## config.mk

```make
export PLATFORM = sky130hd
export DESIGN_NAME = band_cpu_select
export DESIGN_NICKNAME = d
export VERILOG_FILES = /design/src/hw/rtl/bcs_pkg.sv /design/src/hw/rtl/band_cpu_select.sv /design/src/hw/rtl/bcs_front.sv /design/src/hw/rtl/bcs_fifo.sv /design/src/hw/rtl/bcs_back.sv
export SDC_FILE = /design/constraint.sdc
export NUM_CORES = 1
export LEC_CHECK = 0
export ABC_AREA = 1
export CORE_ASPECT_RATIO = 0.6
export CORE_MARGIN = 5
export CORE_UTILIZATION = 34
export DETAILED_ROUTE_END_ITERATION = 6
export DONT_BUFFER_PORTS = 1
export PLACE_DENSITY_LB_ADDON = 0.08
export SLEW_MARGIN = 0
export SYNTH_ARGS = -nofsm -noshare
export SYNTH_HDL_FRONTEND = slang
export SYNTH_SLANG_ARGS = --single-unit
```

## constraint.sdc

```tcl
create_clock -name clock -period 6.5 [get_ports clock]
set_input_delay 1.3 -clock clock [delete_from_list [all_inputs] [get_ports clock]]
set_output_delay 1.3 -clock clock [all_outputs]
set_load 0.05 [all_outputs]
```

## src/hw/rtl/bcs_pkg.sv

```systemverilog
// Types and constants for the band CPU selector.
`default_nettype none

package bcs_pkg;

   localparam int CPU_COUNT     = 8;
   localparam int CPU_BITS      = 3;
   localparam int FIELD_BITS    = 16;
   localparam int UTIL_BITS     = 16;
   localparam int LOAD_BITS     = UTIL_BITS + 1;
   localparam int DEPTH_BITS    = 4;
   localparam int REQ_DATA_BITS = 80;
   localparam int RSP_DATA_BITS = 8;
   localparam int QUEUE_DEPTH   = 4;
   localparam int QPTR_BITS     = $clog2(QUEUE_DEPTH);
   localparam int QCNT_BITS     = $clog2(QUEUE_DEPTH + 1);

   // One classified candidate, as passed from front to back.
   typedef struct packed {
      logic                  last;
      logic                  take;
      logic                  idle;
      logic [CPU_BITS-1:0]   cpu;
      logic [DEPTH_BITS-1:0] depth;
      logic [UTIL_BITS-1:0]  wake;
      logic [LOAD_BITS-1:0]  load;
   } cand_type;

   typedef struct packed {
      logic                was_idle;
      logic [CPU_BITS-1:0] cpu;
      logic                found;
   } result_type;

endpackage

`default_nettype wire

```

## src/hw/rtl/band_cpu_select.sv

```systemverilog
// The item marked last goes into the queue, is popped by the back end after the items
// queued ahead of it, and its result is registered in the result slot.
// One item per cycle while the queue is not full; the compare against the running best
// in the back end is combinational, and a 4-entry queue absorbs output stalls.
// A scan of N items yields one result; the result register holds it while stalled.
// Reset (synchronous, active high) empties the queue, drops the running best
// and clears the pending result.
`default_nettype none

module band_cpu_select (
   input  wire logic                              clock,
   input  wire logic                              reset,
   input  wire logic                              req_tvalid,
   output logic                                   req_tready,
   // cpu_index[2:0], in_mask[3], capacity[19:4], cpu_wake_util[35:20],
   // task_load[51:36], boosted_util[67:52], is_idle[68], idle_depth[72:69], zeros
   input  wire logic [bcs_pkg::REQ_DATA_BITS-1:0] req_tdata,
   input  wire logic                              req_tlast,
   output logic                                   rsp_tvalid,
   input  wire logic                              rsp_tready,
   // found[0], chosen_cpu[3:1], chosen_was_idle[4], zeros
   output logic [bcs_pkg::RSP_DATA_BITS-1:0]      rsp_tdata
);

   bcs_pkg::cand_type   front_cand;
   bcs_pkg::cand_type   queue_head;
   bcs_pkg::result_type result;
   logic                queue_full;
   logic                queue_valid;
   logic                queue_pop;

   assign req_tready = !queue_full;

   bcs_front u_front (
      .req_tdata (req_tdata),
      .req_tlast (req_tlast),
      .cand      (front_cand)
   );

   bcs_fifo u_fifo (
      .clock    (clock),
      .reset    (reset),
      .push     (req_tvalid),
      .wr_data  (front_cand),
      .pop      (queue_pop),
      .full     (queue_full),
      .rd_valid (queue_valid),
      .rd_data  (queue_head)
   );

   bcs_back u_back (
      .clock      (clock),
      .reset      (reset),
      .cand_valid (queue_valid),
      .cand       (queue_head),
      .cand_pop   (queue_pop),
      .rsp_valid  (rsp_tvalid),
      .rsp_ready  (rsp_tready),
      .rsp_data   (result)
   );

   assign rsp_tdata = {(bcs_pkg::RSP_DATA_BITS - 5)'(0), result.was_idle, result.cpu,
                       result.found};

endmodule

`default_nettype wire

```

## src/hw/rtl/bcs_front.sv

```systemverilog
// Front end: unpack a candidate, form its projected load and eligibility.
`default_nettype none

module bcs_front (
   input  wire logic [bcs_pkg::REQ_DATA_BITS-1:0] req_tdata,
   input  wire logic                              req_tlast,
   output bcs_pkg::cand_type                      cand
);

   logic [bcs_pkg::CPU_BITS-1:0]   cpu;
   logic                           mask;
   logic [bcs_pkg::FIELD_BITS-1:0] cap_f;
   logic [bcs_pkg::FIELD_BITS-1:0] wake_f;
   logic [bcs_pkg::FIELD_BITS-1:0] task_f;
   logic [bcs_pkg::FIELD_BITS-1:0] boost_f;
   logic [bcs_pkg::UTIL_BITS-1:0]  cap;
   logic [bcs_pkg::UTIL_BITS-1:0]  wake;
   logic [bcs_pkg::UTIL_BITS-1:0]  tutil;
   logic [bcs_pkg::UTIL_BITS-1:0]  boost;
   logic [bcs_pkg::LOAD_BITS-1:0]  sum;
   logic [bcs_pkg::LOAD_BITS-1:0]  load;

   assign cpu     = req_tdata[2:0];
   assign mask    = req_tdata[3];
   assign cap_f   = req_tdata[19:4];
   assign wake_f  = req_tdata[35:20];
   assign task_f  = req_tdata[51:36];
   assign boost_f = req_tdata[67:52];

   // Use the low UTIL_BITS of each field, which here is the whole field.
   assign cap   = cap_f[bcs_pkg::UTIL_BITS-1:0];
   assign wake  = wake_f[bcs_pkg::UTIL_BITS-1:0];
   assign tutil = task_f[bcs_pkg::UTIL_BITS-1:0];
   assign boost = boost_f[bcs_pkg::UTIL_BITS-1:0];

   // One bit wider so the sum never wraps.
   assign sum  = {1'b0, wake} + {1'b0, tutil};
   assign load = (sum < {1'b0, boost}) ? {1'b0, boost} : sum;

   always_comb begin
      cand.last  = req_tlast;
      cand.take  = mask && (int'(cpu) < bcs_pkg::CPU_COUNT) && (load <= {1'b0, cap});
      cand.idle  = req_tdata[68];
      cand.cpu   = cpu;
      cand.depth = req_tdata[72:69];
      cand.wake  = wake;
      cand.load  = load;
   end

endmodule

`default_nettype wire

```

## src/hw/rtl/bcs_fifo.sv

```systemverilog
// Short candidate queue between front and back.
`default_nettype none

module bcs_fifo (
   input  wire logic              clock,
   input  wire logic              reset,
   input  wire logic              push,
   input  bcs_pkg::cand_type      wr_data,
   input  wire logic              pop,
   output logic                   full,
   output logic                   rd_valid,
   output bcs_pkg::cand_type      rd_data
);

   bcs_pkg::cand_type mem [bcs_pkg::QUEUE_DEPTH];

   logic [bcs_pkg::QPTR_BITS-1:0] wr_ptr_ff, wr_ptr_in;
   logic [bcs_pkg::QPTR_BITS-1:0] rd_ptr_ff, rd_ptr_in;
   logic [bcs_pkg::QCNT_BITS-1:0] count_ff, count_in;
   logic                          do_push;
   logic                          do_pop;

   localparam logic [bcs_pkg::QPTR_BITS-1:0] PTR_LAST =
      bcs_pkg::QPTR_BITS'(bcs_pkg::QUEUE_DEPTH - 1);

   assign full     = (count_ff == bcs_pkg::QCNT_BITS'(bcs_pkg::QUEUE_DEPTH));
   assign rd_valid = (count_ff != '0);
   assign rd_data  = mem[rd_ptr_ff];
   assign do_push  = push && !full;
   assign do_pop   = pop && rd_valid;

   always_comb begin
      wr_ptr_in = wr_ptr_ff;
      rd_ptr_in = rd_ptr_ff;
      count_in  = count_ff;
      if (do_push) begin
         wr_ptr_in = (wr_ptr_ff == PTR_LAST) ? '0 : wr_ptr_ff + 1'b1;
      end
      if (do_pop) begin
         rd_ptr_in = (rd_ptr_ff == PTR_LAST) ? '0 : rd_ptr_ff + 1'b1;
      end
      if (do_push && !do_pop) begin
         count_in = count_ff + 1'b1;
      end else if (do_pop && !do_push) begin
         count_in = count_ff - 1'b1;
      end
   end

   always_ff @(posedge clock) begin
      if (do_push) begin
         mem[wr_ptr_ff] <= wr_data;
      end
   end

   always_ff @(posedge clock) begin
      if (reset) begin
         wr_ptr_ff <= '0;
         rd_ptr_ff <= '0;
         count_ff  <= '0;
      end else begin
         wr_ptr_ff <= wr_ptr_in;
         rd_ptr_ff <= rd_ptr_in;
         count_ff  <= count_in;
      end
   end

endmodule

`default_nettype wire

```

## src/hw/rtl/bcs_back.sv

```systemverilog
// Back end: keep the running best idle and busy CPU, emit the choice on last.
`default_nettype none

module bcs_back (
   input  wire logic          clock,
   input  wire logic          reset,
   input  wire logic          cand_valid,
   input  bcs_pkg::cand_type  cand,
   output logic               cand_pop,
   output logic               rsp_valid,
   input  wire logic          rsp_ready,
   output bcs_pkg::result_type rsp_data
);

   logic                              have_idle_ff, have_idle_in;
   logic [bcs_pkg::CPU_BITS-1:0]      idle_pick_ff, idle_pick_in;
   logic [bcs_pkg::DEPTH_BITS-1:0]    idle_depth_ff, idle_depth_in;
   logic [bcs_pkg::UTIL_BITS-1:0]     idle_util_ff, idle_util_in;
   logic                              have_busy_ff, have_busy_in;
   logic [bcs_pkg::CPU_BITS-1:0]      busy_cpu_ff, busy_cpu_in;
   logic [bcs_pkg::LOAD_BITS-1:0]     busy_load_ff, busy_load_in;
   logic                              rsp_valid_ff, rsp_valid_in;
   bcs_pkg::result_type               rsp_data_ff, rsp_data_in;
   logic                              idle_better;
   logic                              busy_better;

   // Stall only a last item, and only while the result slot stays full.
   assign cand_pop  = cand_valid && (!cand.last || !rsp_valid_ff || rsp_ready);
   assign rsp_valid = rsp_valid_ff;
   assign rsp_data  = rsp_data_ff;

   assign idle_better = !have_idle_ff
                     || (cand.depth < idle_depth_ff)
                     || ((cand.depth == idle_depth_ff) && (cand.wake < idle_util_ff));
   assign busy_better = !have_busy_ff || (cand.load < busy_load_ff);

   always_comb begin
      have_idle_in  = have_idle_ff;
      idle_pick_in  = idle_pick_ff;
      idle_depth_in = idle_depth_ff;
      idle_util_in  = idle_util_ff;
      have_busy_in  = have_busy_ff;
      busy_cpu_in   = busy_cpu_ff;
      busy_load_in  = busy_load_ff;
      rsp_valid_in  = rsp_valid_ff && !rsp_ready;
      rsp_data_in   = rsp_data_ff;
      if (cand_pop) begin
         if (cand.take && cand.idle && idle_better) begin
            have_idle_in  = 1'b1;
            idle_pick_in  = cand.cpu;
            idle_depth_in = cand.depth;
            idle_util_in  = cand.wake;
         end
         if (cand.take && !cand.idle && busy_better) begin
            have_busy_in = 1'b1;
            busy_cpu_in  = cand.cpu;
            busy_load_in = cand.load;
         end
         if (cand.last) begin
            // Prefer idle, then busy, else report none; then start a new scan.
            rsp_valid_in = 1'b1;
            if (have_idle_in) begin
               rsp_data_in.found    = 1'b1;
               rsp_data_in.cpu      = idle_pick_in;
               rsp_data_in.was_idle = 1'b1;
            end else if (have_busy_in) begin
               rsp_data_in.found    = 1'b1;
               rsp_data_in.cpu      = busy_cpu_in;
               rsp_data_in.was_idle = 1'b0;
            end else begin
               rsp_data_in.found    = 1'b0;
               rsp_data_in.cpu      = '0;
               rsp_data_in.was_idle = 1'b0;
            end
            have_idle_in = 1'b0;
            have_busy_in = 1'b0;
         end
      end
   end

   always_ff @(posedge clock) begin
      idle_pick_ff  <= idle_pick_in;
      idle_depth_ff <= idle_depth_in;
      idle_util_ff  <= idle_util_in;
      busy_cpu_ff   <= busy_cpu_in;
      busy_load_ff  <= busy_load_in;
      rsp_data_ff   <= rsp_data_in;
   end

   always_ff @(posedge clock) begin
      if (reset) begin
         have_idle_ff <= 1'b0;
         have_busy_ff <= 1'b0;
         rsp_valid_ff <= 1'b0;
      end else begin
         have_idle_ff <= have_idle_in;
         have_busy_ff <= have_busy_in;
         rsp_valid_ff <= rsp_valid_in;
      end
   end

endmodule

`default_nettype wire

```

Yosys cells after proc, flatten, opt, wreduce, memory -nomap -nowiden
Memories as Yosys holds them, arrays and structs flattened. A register that Yosys moved wholly into a read port is not among the register bits.
Index checks and enable logic that the tools add are counted.
{ "op_classes": {"n_div": 0, "addsub": 5, "mux": 21, "order_cmp": 5, "n_shift": 0, "n_reduce_logical": 31, "mul": 0, "bitwise": 0, "n_eq_ne": 4} }
{ "ops": {"columns": ["operator", "n"], "rows": [
  ["$add 16x16->17", 1],
  ["$le 17x16->1", 1],
  ["$lt 17x16->1", 1],
  ["$lt 17x17->1", 1],
  ["$mux 17", 1],
  ["$lt 16x16->1", 1],
  ["$logic_and 1x1->1", 12],
  ["$mux 3", 4],
  ["$mux 1", 10],
  ["$logic_not 1->1", 9],
  ["$mux 2", 4],
  ["$mux 4", 2],
  ["$reduce_and 2->1", 3],
  ["$logic_or 1x1->1", 5],
  ["$add 2x1->2 const B", 2],
  ["$eq 2x2->1 const B", 2],
  ["$eq 4x4->1", 1],
  ["$lt 4x4->1", 1],
  ["$add 3x1->3 const B", 1],
  ["$eq 3x3->1 const B", 1],
  ["$reduce_bool 3->1", 1],
  ["$sub 3x1->3 const B", 1],
  ["$reduce_bool 2->1", 1]
]} }
{ "word_totals": {"romBits": 0, "ramBits": 172, "latchBits": 0, "in_bits": 85, "out_inout_bits": 10, "ff_bits": 58, "wordCells": 81, "memories": 1} }
{ "memory_table": {"columns": ["name", "words", "word_bits", "rd", "rd_ports_with_merged_regs", "wr", "line", "text"], "rows": [
  ["u_fifo.mem", 4, 43, 1, 1, 1, "bcs_fifo.sv:15", "bcs_pkg::cand_type mem [bcs_pkg::QUEUE_DEPTH];"]
]} }

Longest topological paths before layout
Gate-level depths: netlist of run 1.
{ "logic_depth": {"word_depth": 8, "ltp_mapped": 33, "ltp_nobuf": 32} }

Modules after synthesis
A second synthesis of run 1 with hierarchy kept.
{ "hier_totals": {"hier_cells": 1119, "hier_area_um2": 11780.0} }
{ "by_module_without_submodules": {"columns": ["module", "instances", "cells_each", "area_each_um2", "seq_area_each_um2"], "rows": [
  ["bcs_fifo", 1, 485, 6852.8, 5345.1],
  ["bcs_back", 1, 269, 2755.1, 1501.4],
  ["bcs_front", 1, 360, 2142.1, 0.0],
  ["band_cpu_select", 1, 5, 30.0, 0.0]
]} }

Least setup slack after synthesis of run 1
No wires, ideal clock.
{ "synth_timing": {"kind": "in2reg", "from": "input req_tdata[20] (netlist name)", "to": "memory u_fifo.mem[0][41] (netlist name) (data pin)", "path_stages": 30, "arrival_ns": 5.127, "slack_ns": 1.214, "t_required_ns": 6.341, "cell_sequence": "ha_1 fa_1 a21oi_2 o21bai_2 nand2_2 nand2_2 nand2_2 nand2_2 nand2_2 nand2_4 xor2_1 ha_1 inv_1 nor3_1 a211oi_1 nand2_1 nand3_1 nand2_1 nand2_1 nand3_4 buf_6 nand2_1 nand2_1 ha_1 a21oi_1 o21ai_0 a221oi_1 nand2_1 a21o_1 a21oi_2"} }
{ "synth_rtl": {"columns": ["element", "line", "text"], "rows": [
  ["start, declared", "band_cpu_select.sv:17", "input wire logic [bcs_pkg::REQ_DATA_BITS-1:0] req_tdata,"],
  ["end, declared", "bcs_fifo.sv:15", null]
]} }

==> flow_summary.toml, run 1 <==
[outcome]
outcome = "complete, no violations"

[logic_synthesis]
yosysSeqAreaShare_pct = 60.4
synth_edf_count = 220
async_reset_ff_share_pct = 0
ys.warnings.count = 0
syn_inst = 1023
syn_area_mm2 = 0.0113
synth_flop_cell = "edfxtp_1"
syn_avg_cell_area_um2 = 11.1
yosysUniqueCellTypes = 48
ys_ff_latch = 232

[sta]
min_period_over_period_pct = 89.4
rsz0062_at_grt = "no"
hold_viol = 0
post-route-min-period_ns = 5.81
relSlewSlack_pct = 25.4
slew_viol_final = 0
fmax_ghz = 0.172
skew_ns = 0.0156
setup_tns_ns = 0
setup_viol = 0
whs_ns = 0.494
tightest_slew_ns = 1.12

[floorplan]
rows = 51
die_h_um = 151
core-area_mm2 = 0.0327
dieArea_mm2 = 0.0372
die_w_um = 246
initial_core_util_pct = 34.7
io_pins = 95

[power]
seq_power_share_pct = 39.8
comb_power_share_pct = 32.8
p_sw_mw = 1.96
powerDensity_mw_per_mm2 = 434
clkPwrFrac_pct = 27.3
internal_power_mw = 3.56
leakage_nw = 5.08
worst_ir_drop_vdd_mv = 0.177
switching_share_pct = 35.4

[clock_tree]
h-tree-depth = 1
insertion_delay_ns = 0.52
cts_buffers = 24
cts-root-buf = "clkbuf_16"
post_cts_resized = 0
tritoncts = "built"
numClockSinks = 232
postCtsSetupRepairBufs = 0
clk_pin_slew_ns = 0.07
hold_buffers = 0
clk_path_buf_depth = 3

[job]
drv_cap = 0

[worst_setup_path]
regToRegSetupSlack_ns = 2.24
crit_end = "u_fifo.mem[2][41]"
cp_slowest_stage_delay_ns = 0.43
r2r-end = "u_back.idle_util_ff[12]"
crit_path_end_kind = "register"
critPathTopFamily = "compound AO/OA/AOI/OAI gates"
r2r_cells = 13
path_class = "input port to register"
worstSetupStartpoint = "req_tdata[20]"
cp.arrival_ns = 6.11
path_common_cell = "nand2_1"
crit_cells = 29
setup.worst_path.start_class = "input port"
cp_num_buf_inv = 1
critical_path_required_ns = 6.79
critPathSlowestCell = "fa_1"
cp_max_fo = 17

[drt]
ant_nets = 0
vias = 7154
drt_iter0_markers = 420
drt-pass1-iter-count = 4
wl_um = 27300
wl_per_cell_um = 18.2
viasPerCell = 4.77
drc = 0

[cells_and_area]
final_nets = 1206
final_common_cell = "edfxtp_1"
drive_gt1_share_pct = 7.53
num_antenna_cells = 0
final_cell_mix = "edfxtp_1, nand2_1, inv_1, nor2_1, ha_1"
area_growth_syn_to_layout_pct = 12.3

[worst_hold_path]
hold_path_class = "register to register"
hold_path.startpoint = "u_fifo.count_ff[2]"

[placement]
place_congestion = 0.789
dp_hpwl_um = 17900
port_buffers = 0

[grt]
grt_overflow = 0
grt_pass1_wl_um = 42300
grt_pass1_vias = 6894
grt_util_all_layers_pct = 14.8
grt_start_max_net_pins = 86
antenna_found_initial = 0
[worst min path at each step]
stage                     endpoint  slack [ns]  depth (start not counted)
4_1_cts         u_fifo.count_ff[2]        0.49                          2
6_report        u_fifo.count_ff[2]        0.49                          2
3_3_place_gp    u_fifo.count_ff[2]        0.48                          2
3_5_place_dp    u_fifo.count_ff[2]        0.48                          2
5_1_grt         u_fifo.count_ff[2]        0.55                          2
2_1_floorplan  u_back.have_idle_ff        0.45                          2
[cell type report]
class	count	area, µm²
fillers	3279	19900
repair buffers	15	113
clock buffers	33	686
clock inverters	11	184
inverters	127	477
multi-input cells	631	3850
well taps	450	563
flip-flops and latches	232	6850
[cell families after synthesis]
group,count (synthesis),share of synthesized area [%]
buffers and inverters,162,5.91
AO/OA/AOI/OAI,209,10.8
other,1,0.0331
adder cells (fa/ha/maj),90,10.1
flip-flops,232,60.4
XOR/XNOR,14,1.08
AND/OR/NAND/NOR,315,11.7
[worst min-delay path, delay by kind of cell (launching register included)]
family | cells | cell delay [ns]
buffers and inverters | 1 | 0.08
AOI/OAI and AO/OA | 1 | 0.06
DFF | 1 | 0.31
[cells in the mapped netlist, types with 4 or more instances]
cell / instances / area, µm²
a211oi_1: 5 / 37.5
a21oi_1: 55 / 275
a32oi_1: 4 / 35.0
buf_2: 6 / 30.0
clkbuf_1: 20 / 75.1
dfxtp_1: 12 / 240
edfxtp_1: 220 / 6610
ha_1: 88 / 1100
inv_1: 122 / 458
inv_2: 4 / 15.0
nand2_1: 143 / 537
nand2_2: 7 / 43.8
nand3_1: 22 / 110
nand4_1: 21 / 131
nor2_1: 108 / 405
nor3_1: 8 / 40.0
o211ai_1: 5 / 37.5
o21a_1: 5 / 37.5
o21ai_0: 80 / 400
o22ai_1: 35 / 219
xor2_1: 13 / 114
[stage by stage]
| stage | worst slack (ns) | utilization, % | instances | instance area, µm² | total power, mW |
|---|---|---|---|---|---|
| 2_1_floorplan | 1.21 | - | 1025 | 11300 | 3.53 |
| 3_3_place_gp | 0.290 | 36.3 | 1455 | 11900 | 4.07 |
| 6_report | 0.686 | 38.9 | 1499 | 12700 | 5.52 |
| 5_1_grt | 0.320 | 38.9 | 1499 | 12700 | 5.95 |
| 4_1_cts | 0.799 | 38.9 | 1499 | 12700 | 5.60 |
| 3_5_place_dp | 0.266 | 36.3 | 1455 | 11900 | 4.07 |
[state kept, by name, indices dropped and copies added (netlist names), named ones only]
name	count
u_back.busy_cpu_ff	3
u_back.busy_load_ff	17
u_back.have_busy_ff	1
u_back.have_idle_ff	1
u_back.idle_depth_ff	4
u_back.idle_pick_ff	3
u_back.idle_util_ff	16
u_back.rsp_data	5
u_back.rsp_valid	1
u_fifo.count_ff	3
u_fifo.mem	172
u_fifo.rd_ptr_ff	2
u_fifo.wr_ptr_ff	2
[routing by layer]
metal,global-route usage (%),part of all wire [%]
met1,23.3,53
met2,21.2,41
met3,3.10,4.4
met4,2.40,1.3
met5,0,0
[power by group through the flow]
stage          combinational, mW  clock, mW  sequential, mW
6_report                    1.81       1.51            2.20
5_1_grt                     2.11       1.62            2.22
4_1_cts                     1.85       1.55            2.20
3_5_place_dp                1.84          0            2.23
3_3_place_gp                1.84          0            2.23
2_1_floorplan               1.31          0            2.22
(Power assumes the default switching activity.)
==> run 2, diff against run 1 <==
PLACE_DENSITY_LB_ADDON = 0.3   (was 0.08)
TNS_END_PERCENT = 20   (was default)
==> flow_summary.toml, run 2 (synthesis results as in run 1) <==
[clock_tree]
hold_buffers = 0
clk_pin_slew_ns = 0.06
h-tree-depth = 1
cts_buffers = 25
post_cts_resized = 0
tritoncts = "built"
cts-root-buf = "clkbuf_16"
postCtsSetupRepairBufs = 0
insertion_delay_ns = 0.52
numClockSinks = 232
clk_path_buf_depth = 3

[sta]
rsz0062_at_grt = "no"
fmax_ghz = 0.177
setup_viol = 0
min_period_over_period_pct = 87.0
post-route-min-period_ns = 5.65
setup_tns_ns = 0
relSlewSlack_pct = 27.3
whs_ns = 0.504
hold_viol = 0
tightest_slew_ns = 1.09
slew_viol_final = 0
skew_ns = 0.0161

[worst_setup_path]
cp_max_fo = 14
setup.worst_path.start_class = "input port"
critical_path_required_ns = 6.82
critPathSlowestCell = "fa_1"
path_common_cell = "nand2_1"
crit_path_end_kind = "register"
cp_num_buf_inv = 2
cp_slowest_stage_delay_ns = 0.44
cp.arrival_ns = 5.97
path_class = "input port to register"
critPathTopFamily = "compound AO/OA/AOI/OAI gates"

[power]
power_mw = 5.27
seq_power_share_pct = 41.7
leakage_nw = 5.01
internal_power_mw = 3.33
worst_ir_drop_vdd_mv = 0.184
p_sw_mw = 1.94
powerDensity_mw_per_mm2 = 420
comb_power_share_pct = 34.0
clkPwrFrac_pct = 24.3
switching_share_pct = 36.8

[floorplan]
rows = 51
io_pins = 95
die_w_um = 246
dieArea_mm2 = 0.0372
core-area_mm2 = 0.0327
initial_core_util_pct = 34.7
die_h_um = 151

[job]
drv_cap = 0

[drt]
drt-pass1-iter-count = 5
drt_iter0_markers = 414
viasPerCell = 4.80
wl_um = 26000
drc = 0
ant_nets = 0
wl_per_cell_um = 17.4
vias = 7179

[cells_and_area]
largest_register_ffs = 172
num_antenna_cells = 0
utilization_pct = 38.5
area_growth_syn_to_layout_pct = 10.9
final_nets = 1205
final_cell_mix = "edfxtp_1, nand2_1, inv_1, nor2_1, ha_1"
drive_gt1_share_pct = 6.97
final_common_cell = "edfxtp_1"
regMostFlops = "u_fifo.mem"
largestRegisters = "u_fifo.mem x172, u_back.busy_load_ff x17, u_back.idle_util_ff x16"

[grt]
grt_util_all_layers_pct = 13.9
antenna_found_initial = 0
grt_pass1_wl_um = 40700
grt_start_max_net_pins = 86
grt_overflow = 0
grt_pass1_vias = 6999

[placement]
place_congestion = 0.828
dp_hpwl_um = 17500
port_buffers = 0

[worst_hold_path]
hold_path_class = "register to register"

[outcome]
outcome = "complete, no violations"
run 2: changes by cell type in the layout (fill, tap and decap cells not counted):
cell and delta:
inv_8 +1, inv_6 +3, bufinv_16 -5, clkinv_2 +2
buf_4 -2, clkinvlp_4 -2, clkbuf_8 -3, clkinv_1 +4
run 2: stage by stage:
stage                     area (µm²)  std cells  worst slack [ns]
final                          12600       1497             0.847
after global placement         11800       1453             0.462
after detailed placement       11800       1453             0.363
after global routing           12600       1497             0.420
after floorplan                11300       1025              1.21
after CTS                      12600       1497             0.880
run 2: layout make-up:
| type | count | area (µm²) |
|---|---|---|
| Fill cell | 3228 | 20100 |
| Sequential cell | 232 | 6850 |
| Multi-Input combinational cell | 631 | 3850 |
| Clock buffer | 30 | 644 |
| Tap cell | 450 | 563 |
| Inverter | 127 | 477 |
| Timing Repair Buffer | 13 | 97.6 |
| Clock inverter | 14 | 81.3 |
run 2: worst reg2reg max path, cell delays in order, from the launching register on:
cell and delay, ns:
dfxtp_2 0.32, inv_2 0.37, buf_4 0.62, o21ai_0 0.19
o22ai_1 0.20, ha_1 0.28, a21oi_1 0.16, o21ai_0 0.11
a21oi_1 0.13, o211a_1 0.15, nand2_1 0.08, nand2_1 0.15
nand2_1 0.18, nor2_2 0.86
run 2: worst paths after layout:
kind / from / endpoint / slack, ns / depth (start not counted)
worst max register to register: register / u_back.idle_util_ff[14] / 2.31 / 13
worst min-delay path: u_fifo.rd_ptr_ff[1] / register / 0.50 / 2
worst min register to register: u_fifo.rd_ptr_ff[1] / register / 0.50 / 2
worst max-delay path: req_tdata[20] / u_fifo.mem[2][41] / 0.85 / 30
run 2: power by group through the flow:
stage	combinational (mW)	sequential, mW	clock [mW]
4_1_cts	1.82	2.20	1.31
2_1_floorplan	1.31	2.22	0
3_3_place_gp	1.77	2.23	0
3_5_place_dp	1.81	2.23	0
6_report	1.80	2.20	1.28
5_1_grt	2.07	2.22	1.37
run 2: routing by layer:
layer	wire length (µm)	GRT usage (%)	part of all wire (%)
met1	13400	21.0	51
met3	1350	3.05	5.2
met2	10900	20.8	42
met4	359	2.54	1.4
met5	0	0	0
==> run 3, diff against run 2 <==
==> constraint.sdc (replaced) <==
create_clock -name clock -period 7 [get_ports clock]
set_input_delay 1.4 -clock clock [delete_from_list [all_inputs] [get_ports clock]]
set_output_delay 1.4 -clock clock [all_outputs]
set_load 0.005 [all_outputs]
==> flow_summary.toml, run 3 (synthesis results as in run 1) <==
[sta]
tightest_slew_ns = 1.20
fmax_ghz = 0.167
setup_tns_ns = 0
relSlewSlack_pct = 20.1
whs_ns = 0.489
hold_viol = 0
slew_viol_final = 0
min_period_over_period_pct = 85.7
setup_viol = 0
skew_ns = 0.0163
post-route-min-period_ns = 6.00
rsz0062_at_grt = "no"

[power]
leakage_nw = 5.03
powerDensity_mw_per_mm2 = 390
worst_ir_drop_vdd_mv = 0.197

[grt]
grt_util_all_layers_pct = 14.1
antenna_found_initial = 0
grt_start_max_net_pins = 86
grt_overflow = 0
grt_pass1_vias = 7116
grt_pass1_wl_um = 41200

[clock_tree]
hold_buffers = 0
insertion_delay_ns = 0.52
post_cts_resized = 0
cts_buffers = 24
cts-root-buf = "clkbuf_16"
numClockSinks = 232
clk_path_buf_depth = 3
clk_pin_slew_ns = 0.06
tritoncts = "built"
postCtsSetupRepairBufs = 0
h-tree-depth = 1

[cells_and_area]
area_growth_syn_to_layout_pct = 11.5
drive_gt1_share_pct = 7.08
regArea_mm2 = 0.00685
final_common_cell = "edfxtp_1"
multi_input_comb_area_mm2 = 0.00385
final_nets = 1202
num_antenna_cells = 0
final_cell_mix = "edfxtp_1, nand2_1, inv_1, nor2_1, ha_1"
regMostFlops = "u_fifo.mem"
largest_register_ffs = 172
fillers = 3154
utilization_pct = 38.7
largestRegisters = "u_fifo.mem x172, u_back.busy_load_ff x17, u_back.idle_util_ff x16"

[floorplan]
die_w_um = 246
core-area_mm2 = 0.0327
die_h_um = 151
rows = 51
io_pins = 95
initial_core_util_pct = 34.7
dieArea_mm2 = 0.0372

[drt]
ant_nets = 0
drc = 0
wl_per_cell_um = 17.6
vias = 7235
viasPerCell = 4.84
drt-pass1-iter-count = 4
drt_iter0_markers = 576
wl_um = 26300

[worst_setup_path]
critical_path_required_ns = 7.29
path_class = "input port to register"
critPathSlowestCell = "fa_1"
cp.arrival_ns = 6.29
cp_max_fo = 17
path_common_cell = "nand2_1"
setup.worst_path.start_class = "input port"
crit_path_end_kind = "register"
cp_slowest_stage_delay_ns = 0.44

[placement]
dp_hpwl_um = 17500
place_congestion = 0.846
port_buffers = 0

[worst_hold_path]
hold_path_class = "register to register"

[outcome]
outcome = "complete, no violations"

[job]
drv_cap = 0
[run 3: area by class of cell]
| cell class | instances | share of cell area, % |
|---|---|---|
| inverters | 127 | 3.77 |
| clock inverters | 20 | 1.68 |
| well taps | 450 | 4.46 |
| flip-flops and latches | 232 | 54.2 |
| clock buffers | 24 | 4.75 |
| repair buffers | 11 | 0.653 |
| multi-input cells | 631 | 30.5 |
[run 3: layer usage]
metal  global-route usage (%)  share of wire (%)  wire length [µm]  up-vias
met5                        0                  0                 0        -
met4                     2.70                1.4               377        0
met3                     3.09                5.6              1480       30
met2                     21.1                 42             11100      155
met1                     21.3                 51             13300     3445
li1                         -                  -                 -     3605
[run 3: worst paths after layout]
check	start	endpoint	slack, ns	cells past startpoint
max reg2reg	register	u_back.idle_util_ff[12]	2.21	15
min	u_fifo.count_ff[2]	u_fifo.count_ff[2]	0.49	2
max	req_tdata[20]	u_fifo.mem[3][41]	1.00	29
min reg2reg	u_fifo.count_ff[2]	u_fifo.count_ff[2]	0.49	2
[run 3: stage by stage]
stage          instances  power, mW  area, µm²  setup WS, ns
2_1_floorplan       1025       3.21      11300          1.61
5_1_grt             1495       5.31      12600         0.692
3_5_place_dp        1451       3.68      11800         0.538
6_report            1495       4.93      12600          1.00
3_3_place_gp        1451       3.64      11800         0.683
4_1_cts             1495       4.99      12600          1.09
[run 3: power by group]
group          switching, mW  internal [mW]  leakage [nW]
logic                   1.13          0.521          2.52
clock network          0.521          0.775         0.386
registers             0.0675           1.91          2.13
[run 3: worst max-delay path: cells and delay by family]
| family | cells | cell delay, ns |
|---|---|---|
| AND/OR/NAND/NOR | 14 | 1.42 |
| buffers and inverters | 1 | 0.12 |
| AO/OA/AOI/OAI | 9 | 1.68 |
| adder cells (fa/ha/maj) | 4 | 1.33 |
| XOR/XNOR | 1 | 0.32 |
